==> config.mk <==
export PLATFORM = sky130hd
export DESIGN_NAME = nmea_gga_position_extractor
export DESIGN_NICKNAME = d
export VERILOG_FILES = /design/src/sv/gga_pkg.sv /design/src/sv/nmea_gga_position_extractor.sv
export SDC_FILE = /design/constraint.sdc
export NUM_CORES = 1
export LEC_CHECK = 0
export ABC_AREA = 1
export BUFFER_PORTS_ARGS = -buffer_cell sky130_fd_sc_hd__buf_2
export CORE_ASPECT_RATIO = 1.25
export CORE_UTILIZATION = 40
export CTS_CLUSTER_SIZE = 28
export DETAILED_ROUTE_END_ITERATION = 12
export HOLD_SLACK_MARGIN = 0.15
export PLACE_DENSITY = 0.63
export REMOVE_ABC_BUFFERS = 1
export SLEW_MARGIN = 20
export SYNTH_ARGS = -nofsm -noshare
export SYNTH_HDL_FRONTEND = slang
export SYNTH_SLANG_ARGS = --single-unit
==> constraint.sdc <==
create_clock -name clk -period 7.15 [get_ports clk]
set_clock_uncertainty 0.15 [all_clocks]
set_input_delay 0.3575 -clock clk [delete_from_list [all_inputs] [get_ports clk]]
set_output_delay 0.3575 -clock clk [all_outputs]
set_load 0.005 [all_outputs]
==> src/sv/gga_pkg.sv <==
// Package for the GGA position extractor: character codes, store depths and
// output run geometry. No dependencies; used by the top level module.
package gga_pkg;

	typedef logic [7:0] char_t;

	localparam char_t CH_DOLLAR = 8'h24;
	localparam char_t CH_CR     = 8'h0D;
	localparam char_t CH_COMMA  = 8'h2C;
	localparam char_t CH_POINT  = 8'h2E;
	localparam char_t CH_G      = 8'h47;
	localparam char_t CH_A      = 8'h41;

	localparam logic [23:0] GGA_TAG = {CH_G, CH_G, CH_A};

	localparam int LAT_LEN = 11;
	localparam int LON_LEN = 12;
	localparam int OUT_LEN = LAT_LEN + LON_LEN;
	localparam int LEN_W   = 4;
	localparam int CNT_W   = 5;
	localparam int TOK_W   = 3;

	localparam logic [LEN_W-1:0] LEN_SAT = 4'd13;
	localparam logic [TOK_W-1:0] TOK_SAT = 3'd7;
	localparam logic [TOK_W-1:0] TOK_LAT = 3'd2;
	localparam logic [TOK_W-1:0] TOK_LON = 3'd4;

	typedef logic [LEN_W-1:0] len_t;
	typedef logic [TOK_W-1:0] tok_t;
	typedef logic [CNT_W-1:0] cnt_t;

endpackage

==> src/sv/nmea_gga_position_extractor.sv <==
// GGA position extractor top level: parses an NMEA byte stream and emits the
// reformatted latitude and longitude characters. Depends on gga_pkg.
//
//   channel  | dir | tdata          | tuser          | tlast
//   ---------+-----+----------------+----------------+-----------
//   s_axis   | in  | rx_byte [7:0]  | -              | -
//   m_axis   | out | out_char [7:0] | coord_kind [0] | last_char
//
// Each received byte is latched into an input register and processed from
// there, so one byte per cycle is taken while the input is not stalled.
// A carriage return that closes a valid GGA body copies 23 formatted characters
// into an output shift register, which then delivers one item per cycle while m_tready is high.
// Bytes keep being parsed while that run drains; only a second completed run
// waits in the input register until the output shift register has emptied.
// Reset (arst_n low) clears the sentence-type window, capture and token state
// and the output run; the coordinate stores need no reset.

module nmea_gga_position_extractor (
	input  logic       clk,
	input  logic       arst_n,
	input  logic       s_tvalid,
	output logic       s_tready,
	input  logic [7:0] s_tdata,   // [7:0] rx_byte
	output logic       m_tvalid,
	input  logic       m_tready,
	output logic [7:0] m_tdata,   // [7:0] out_char
	output logic       m_tuser,   // [0] coord_kind
	output logic       m_tlast    // last_char
);

	localparam int LAT_LEN = gga_pkg::LAT_LEN;
	localparam int LON_LEN = gga_pkg::LON_LEN;
	localparam int OUT_LEN = gga_pkg::OUT_LEN;

	// Input register.
	gga_pkg::char_t rx_s1;
	logic           valid_s1;

	// Parser state.
	logic [23:0]    type_window_q;
	logic           capturing_q;
	logic           after_sep_q;
	gga_pkg::tok_t  token_count_q;
	gga_pkg::len_t  lat_length_q;
	gga_pkg::len_t  lon_length_q;
	gga_pkg::char_t lat_store_q [LAT_LEN];
	gga_pkg::char_t lon_store_q [LON_LEN];

	// Output run.
	gga_pkg::char_t snap_q [OUT_LEN];
	gga_pkg::cnt_t  cnt_q;
	logic           busy_q;

	logic           emit_req;
	logic           out_hs;
	logic           run_done;
	logic           stall;
	logic           advance;
	logic           load;
	gga_pkg::char_t fmt [OUT_LEN];

	// Token bookkeeping for an ordinary body character.
	gga_pkg::tok_t  tok_new;
	logic           lat_wr;
	logic           lon_wr;

	assign out_hs   = m_tvalid && m_tready;
	assign run_done = out_hs && (cnt_q == gga_pkg::cnt_t'(OUT_LEN - 1));

	// A run is requested by a carriage return inside a capture with both tokens
	// at their exact lengths.
	assign emit_req = capturing_q && (rx_s1 == gga_pkg::CH_CR)
		&& (lat_length_q == gga_pkg::len_t'(LAT_LEN))
		&& (lon_length_q == gga_pkg::len_t'(LON_LEN));

	// Only a new run can stall, and only while the previous run is still draining.
	assign stall    = valid_s1 && emit_req && busy_q && !run_done;
	assign advance  = valid_s1 && !stall;
	assign load     = advance && emit_req;
	assign s_tready = !valid_s1 || advance;

	always_comb begin
		tok_new = token_count_q;
		if (after_sep_q && token_count_q != gga_pkg::TOK_SAT) begin
			tok_new = token_count_q + gga_pkg::tok_t'(1);
		end
		lat_wr = (tok_new == gga_pkg::TOK_LAT);
		lon_wr = (tok_new == gga_pkg::TOK_LON);
	end

	// Formatted run: the decimal point moves after degree digit 2 of the
	// latitude and after degree digit 3 of the longitude; the character at the
	// old point position is dropped.
	always_comb begin
		for (int k = 0; k < LAT_LEN; k++) begin
			fmt[k] = lat_store_q[k];
		end
		fmt[2] = gga_pkg::CH_POINT;
		fmt[3] = lat_store_q[2];
		fmt[4] = lat_store_q[3];
		for (int k = 0; k < LON_LEN; k++) begin
			fmt[LAT_LEN + k] = lon_store_q[k];
		end
		fmt[LAT_LEN + 3] = gga_pkg::CH_POINT;
		fmt[LAT_LEN + 4] = lon_store_q[3];
		fmt[LAT_LEN + 5] = lon_store_q[4];
	end

	always_ff @(posedge clk or negedge arst_n) begin
		if (!arst_n) begin
			valid_s1 <= 1'b0;
		end else if (s_tready) begin
			valid_s1 <= s_tvalid;
		end
	end

	always_ff @(posedge clk) begin
		if (s_tready && s_tvalid) begin
			rx_s1 <= s_tdata;
		end
	end

	// Parser control state.
	always_ff @(posedge clk or negedge arst_n) begin
		if (!arst_n) begin
			type_window_q <= '0;
			capturing_q   <= 1'b0;
			after_sep_q   <= 1'b1;
			token_count_q <= '0;
			lat_length_q  <= '0;
			lon_length_q  <= '0;
		end else if (advance) begin
			if (rx_s1 == gga_pkg::CH_DOLLAR) begin
				capturing_q <= 1'b0;
			end else if (capturing_q) begin
				if (rx_s1 == gga_pkg::CH_CR) begin
					capturing_q <= 1'b0;
				end else if (rx_s1 == gga_pkg::CH_COMMA) begin
					after_sep_q <= 1'b1;
				end else begin
					after_sep_q   <= 1'b0;
					token_count_q <= tok_new;
					if (lat_wr && lat_length_q != gga_pkg::LEN_SAT) begin
						lat_length_q <= lat_length_q + gga_pkg::len_t'(1);
					end
					if (lon_wr && lon_length_q != gga_pkg::LEN_SAT) begin
						lon_length_q <= lon_length_q + gga_pkg::len_t'(1);
					end
				end
			end else if (type_window_q == gga_pkg::GGA_TAG) begin
				// The byte after the sentence type is dropped and capture starts.
				capturing_q   <= 1'b1;
				type_window_q <= '0;
				after_sep_q   <= 1'b1;
				token_count_q <= '0;
				lat_length_q  <= '0;
				lon_length_q  <= '0;
			end else begin
				type_window_q <= {type_window_q[15:0], rx_s1};
			end
		end
	end

	// Coordinate stores; entries past the depth are simply not written.
	always_ff @(posedge clk) begin
		if (advance && capturing_q && rx_s1 != gga_pkg::CH_DOLLAR
			&& rx_s1 != gga_pkg::CH_CR && rx_s1 != gga_pkg::CH_COMMA) begin
			if (lat_wr && lat_length_q < gga_pkg::len_t'(LAT_LEN)) begin
				lat_store_q[lat_length_q] <= rx_s1;
			end
			if (lon_wr && lon_length_q < gga_pkg::len_t'(LON_LEN)) begin
				lon_store_q[lon_length_q] <= rx_s1;
			end
		end
	end

	// Output run control.
	always_ff @(posedge clk or negedge arst_n) begin
		if (!arst_n) begin
			busy_q <= 1'b0;
			cnt_q  <= '0;
		end else if (load) begin
			busy_q <= 1'b1;
			cnt_q  <= '0;
		end else if (out_hs) begin
			busy_q <= !run_done;
			cnt_q  <= cnt_q + gga_pkg::cnt_t'(1);
		end
	end

	// Output shift register: the head is always the character on the bus.
	always_ff @(posedge clk) begin
		if (load) begin
			for (int k = 0; k < OUT_LEN; k++) begin
				snap_q[k] <= fmt[k];
			end
		end else if (out_hs) begin
			for (int k = 0; k < OUT_LEN - 1; k++) begin
				snap_q[k] <= snap_q[k + 1];
			end
		end
	end

	assign m_tvalid = busy_q;
	assign m_tdata  = snap_q[0];
	assign m_tuser  = (cnt_q >= gga_pkg::cnt_t'(LAT_LEN));
	assign m_tlast  = (cnt_q == gga_pkg::cnt_t'(OUT_LEN - 1));

`ifndef SYNTHESIS
	a_cnt_range: assert property (@(posedge clk) disable iff (!arst_n)
		busy_q |-> cnt_q <= gga_pkg::cnt_t'(OUT_LEN - 1))
		else $error("output run counter out of range");

	a_load_starts: assert property (@(posedge clk) disable iff (!arst_n)
		load |=> (busy_q && cnt_q == '0))
		else $error("loaded run did not start at its first character");

	a_run_ends: assert property (@(posedge clk) disable iff (!arst_n)
		(run_done && !load) |=> !busy_q)
		else $error("output run continued past its last character");

	a_stall_cause: assert property (@(posedge clk) disable iff (!arst_n)
		!s_tready |-> (valid_s1 && busy_q && emit_req))
		else $error("input stalled without a pending run");
`endif

endmodule
-- After elaboration in Yosys (flattened, before gate mapping)
Memory sizes are Yosys's and may differ from the RTL's.
Cells that the tools add are included.
- register bits after elaboration: 52
- bits in writable memories: 368
- output and inout port bits: 12
- word-level logic and storage cells: 154
- memories: 3
- $add $sub $neg: 4
- order comparisons: 3
- equality and inequality tests: 19
- muxes and demuxes: 60
- bitwise operators: 24
- reductions and logical operators: 31
- memories (name ; depth ; width ; rd ports ; clocked after memory_dff ; wr ports ; line ; source):
    snap_q ; 23 ; 8 ; 23 ; 0 ; 23 ; nmea_gga_position_extractor.sv:50 ; gga_pkg::char_t snap_q [OUT_LEN];
    lon_store_q ; 12 ; 8 ; 11 ; 0 ; 1 ; nmea_gga_position_extractor.sv:47 ; gga_pkg::char_t lon_store_q [LON_LEN];
    lat_store_q ; 11 ; 8 ; 10 ; 0 ; 1 ; nmea_gga_position_extractor.sv:46 ; gga_pkg::char_t lat_store_q [LAT_LEN];
- operators by type and width (kind ; number):
    two-way mux 8 bit ; 22
    two-way mux 4 bit ; 9
    equality test 24 x 23 -> 1 bit, second input constant ; 1
    two-way mux 24 bit ; 1
    bitwise OR 1 bit ; 22
    two-way mux 1 bit ; 21
    logical AND 1 bit ; 20
    equality test 8 x 6 -> 1 bit, second input constant ; 2
    != test 8 x 6 -> 1 bit, second input constant ; 2
    two-way mux 3 bit ; 5
    AND reduction 6 bit ; 2
    two-way mux 5 bit ; 2
    adder 4 x 1 -> 4 bit, second input constant ; 2
    equality test 4 bit, second input constant ; 2
    equality test 8 x 4 -> 1 bit, second input constant ; 1
    < comparator 4 bit, second input constant ; 2
    != test 4 bit, second input constant ; 2
    != test 8 x 4 -> 1 bit, second input constant ; 1
    adder 5 x 1 -> 5 bit, second input constant ; 1
    equality test 5 bit, second input constant ; 1
    greater-or-equal comparator 5 x 4 -> 1 bit, second input constant ; 1
    AND reduction 5 bit ; 1
    != test 2 x 1 -> 1 bit, second input constant ; 2
    != test 2 bit, second input constant ; 2
    10 further kinds ; 14

-- Longest topological paths before layout
- word-level depth: 15
- mapped depth: 17

-- Worst setup path before layout
OpenSTA, ideal clock, no wires.
- path kind: register to register
- start: register rx_s1[3]
- end: memory snap_q[0][0] (netlist bit), enable pin
- library setup time: 1442 ps
- arrival time: 4490 ps
- data required time: 5558 ps
- slack: 1069 ps
- stages on the path, launching flop included: 12
- path buffers: 2
- period minus slack after synthesis: 6081 ps
- cell sequence: edfxtp_1 > nand2_1 > nor2_1 > nand2_1 > nor2_4 > nand2_2 > nand2_2 > inv_2 > nand2_4 > buf_4 > buf_2 > nand2_1
- RTL lines (item ; line ; source):
    from (decl) ; nmea_gga_position_extractor.sv:36 ; gga_pkg::char_t rx_s1;
    from (signal assigned) ; nmea_gga_position_extractor.sv:119 ; rx_s1 <= s_tdata;
    to (decl) ; nmea_gga_position_extractor.sv:50 ;

==> qor.yml <==
fin_area_um2: 17500
synth_area_um2: 15700
clock_path_buffers: 3
ys_ff_latch: 404
async_flop_share_pct: 10.9
grt_antenna_before_repair: 1
power.density_nw_per_um2: 279
r2r-end: "snap_q[2][15]$_DFFE_PP_"
r2r_start: "rx_s1[3]$_DFFE_PP_"
p_leak_nw: 6.84
period_share_pct: 66.1
dr.pass1.iters: 8
die_w_um: 179
dpl_worst_slack_ns: 2.40
wl_per_cell_um: 15.0
syn_avg_cell_area_um2: 12.3
fmax_ghz: 0.212
place.gp.congestion: 0.775
clk_latency_ns: 0.53
cp-start-kind: "flop"
final_antenna_net_count: 0
htreeDepth: 2
yosysWarningCount: 0
globalRouteOverflowTotal: 0
final_nets: 1336
drc: 1
min_path_type: "in2async"
placementRows: 80
setup_tns_ns: 0
core_um2: 38400
postCtsHoldBufs: 11
worst-setup-path-type: "reg2reg"
cts_tree: "yes"
syn-instance-count: 1281
placed_area_um2: 16100
die_h_um: 224
finalWirelength_mm: 27.5
vias: 8691
fin_crit_ns: 4.73
ioPinCount: 24
drv_slew: 0
numCtsBuffers: 41
yosysUniqueCellTypes: 29
yosys.area.top_type: "edfxtp_1"
cts_root_buffer: "clkbuf_16"
ff2ff_setup_slack_ns: 2.42
yosys-top-cells-area: "edfxtp_1, nand2_1, dfrtp_1, inv_1, nand3_1"
worstMarginPinSlew_ns: 1.03
failed_checks: "design-rule violations"
clkTransAtPathRegs_ns: 0.06
cp_max_fo: 69
synth-edff-count: 360
grt_max_degree: 177
synthTopCellsByCount: "nand2_1, edfxtp_1, inv_1"
avgViaCountPerCell: 4.74
antenna_cells: 0
grt_pass1_vias: 8547
yosysSeqAreaShare_pct: 75.8
drtIter0Drc: 645
layout-drive-gt1-share_pct: 7.82
grt_pass1_wl_mm: 43.9
cts_resized: 0
cp.required_ns: 7.26
cp_data_arrival_time_ns: 4.84
status: "finished with violations"
final_hold_viol_count: 0
cts_setup_buffers: 0
rr_worst_depth: 10
synth_flop_cell: "edfxtp_1"
end_kind: "flop"
syn_to_final_growth_pct: 11.2
slew_headroom_pct: 31.2
max-cap-violations: 0
grt_use_total_pct: 14.0
setup_viol: 0
dp_hpwl_mm: 15.3
cts.sinks: 404
die_area_um2: 40100
rsz0062_at_grt: "false"
setup_slack_ns: 2.42
portBuffers: 23
synth_top_area_share_pct: 68.8
p_total_mw: 4.88
start_util_pct: 40.9
vdd_ir_drop_max_mv: 0.229
yosysMostFrequentCell: "nand2_1"
finish.utilization_pct: 45.4
## registers in the layout, summed over array words and instances, names as in the netlist
name           flops
lon_store_q       88
lat_length_q       4
cnt_q              5
type_window_q     24
snap_q           184
rx_s1              8
after_sep_q        1
token_count_q      3
lon_length_q       4
m_tvalid           1
capturing_q        1
lat_store_q       80
valid_s1           1
## cell type report
class                   instances  area (um2)
fillers                      3525       21000
flip-flops and latches        404       11900
multi-input cells             755        3170
clock buffers                  51        1060
well taps                     492         616
repair buffers                 44         315
inverters                      66         249
clock inverters                23         144
## cell usage in the layout, fill, tap and decap left out, drive strengths merged, types with 2 or more instances in the layout
cell,n
a21oi,2
buf,33
clkbuf,51
clkinv,21
dfrtp,43
dlygate4sd3,11
edfxtp,360
ha,12
inv,66
nand2,591
nand3,42
nand4,13
nor2,54
nor3,3
o21ai,21
or2,9
xor2,4
## report_power, final
part           internal (mW)  total [mW]  leakage [nW]  switching, mW
clock                   1.09        1.94         0.590          0.851
sequential              2.63        2.69          3.81         0.0554
combinational         0.0797       0.247          2.44          0.168
total                   3.80        4.88          6.84           1.07
## critical path, cell delays in order, from the launching register on
cell      delay, ns
edfxtp_1       0.97
nand2_1        0.17
nor2_1         0.14
nand2_1        0.12
nor2_4         0.15
nand2_4        0.28
nand2_4        0.64
clkinv_2       0.90
buf_4          0.65
nand2_1        0.15
nand2_1        0.06
## worst max path at each step
stage | from | endpoint | depth (start not counted)
2_1_floorplan | rx_s1[3]$_DFFE_PP_ | snap_q[0][0]$_DFFE_PP_ | 9
3_3_place_gp | rx_s1[3]$_DFFE_PP_ | snap_q[2][4]$_DFFE_PP_ | 10
3_5_place_dp | rx_s1[3]$_DFFE_PP_ | snap_q[3][9]$_DFFE_PP_ | 10
4_1_cts | rx_s1[3]$_DFFE_PP_ | snap_q[1][16]$_DFFE_PP_ | 10
5_1_grt | rx_s1[3]$_DFFE_PP_ | snap_q[2][28]$_DFFE_PP_ | 13
6_report | rx_s1[3]$_DFFE_PP_ | snap_q[2][15]$_DFFE_PP_ | 10
## metal layers
metal	track usage (%)	part of all wire (%)
met1	18.1	44
met2	23.5	50
met3	2.58	3.8
met4	4.99	2.6
met5	0	0
## metrics by stage
step	instances	hold slack (ns)
after CTS	1835	0.278
after floorplan	1225	-0.0881
after global placement	1750	0.252
after global routing	1835	0.266
after detailed placement	1750	0.262
final	1835	0.240
## kinds of logic (layout without fill, tap and decap cells)
family,after synthesis,after routing,synth area share (%)
buffers and inverters,122,184,4.09
DFF,404,404,75.8
adders and majority gates,12,12,0.956
xor gates and xnor gates,5,5,0.279
AOI/OAI and AO/OA,26,26,0.900
and+or+nand+nor,712,712,17.9
No activity file was read; power rests on OpenSTA's default activity.
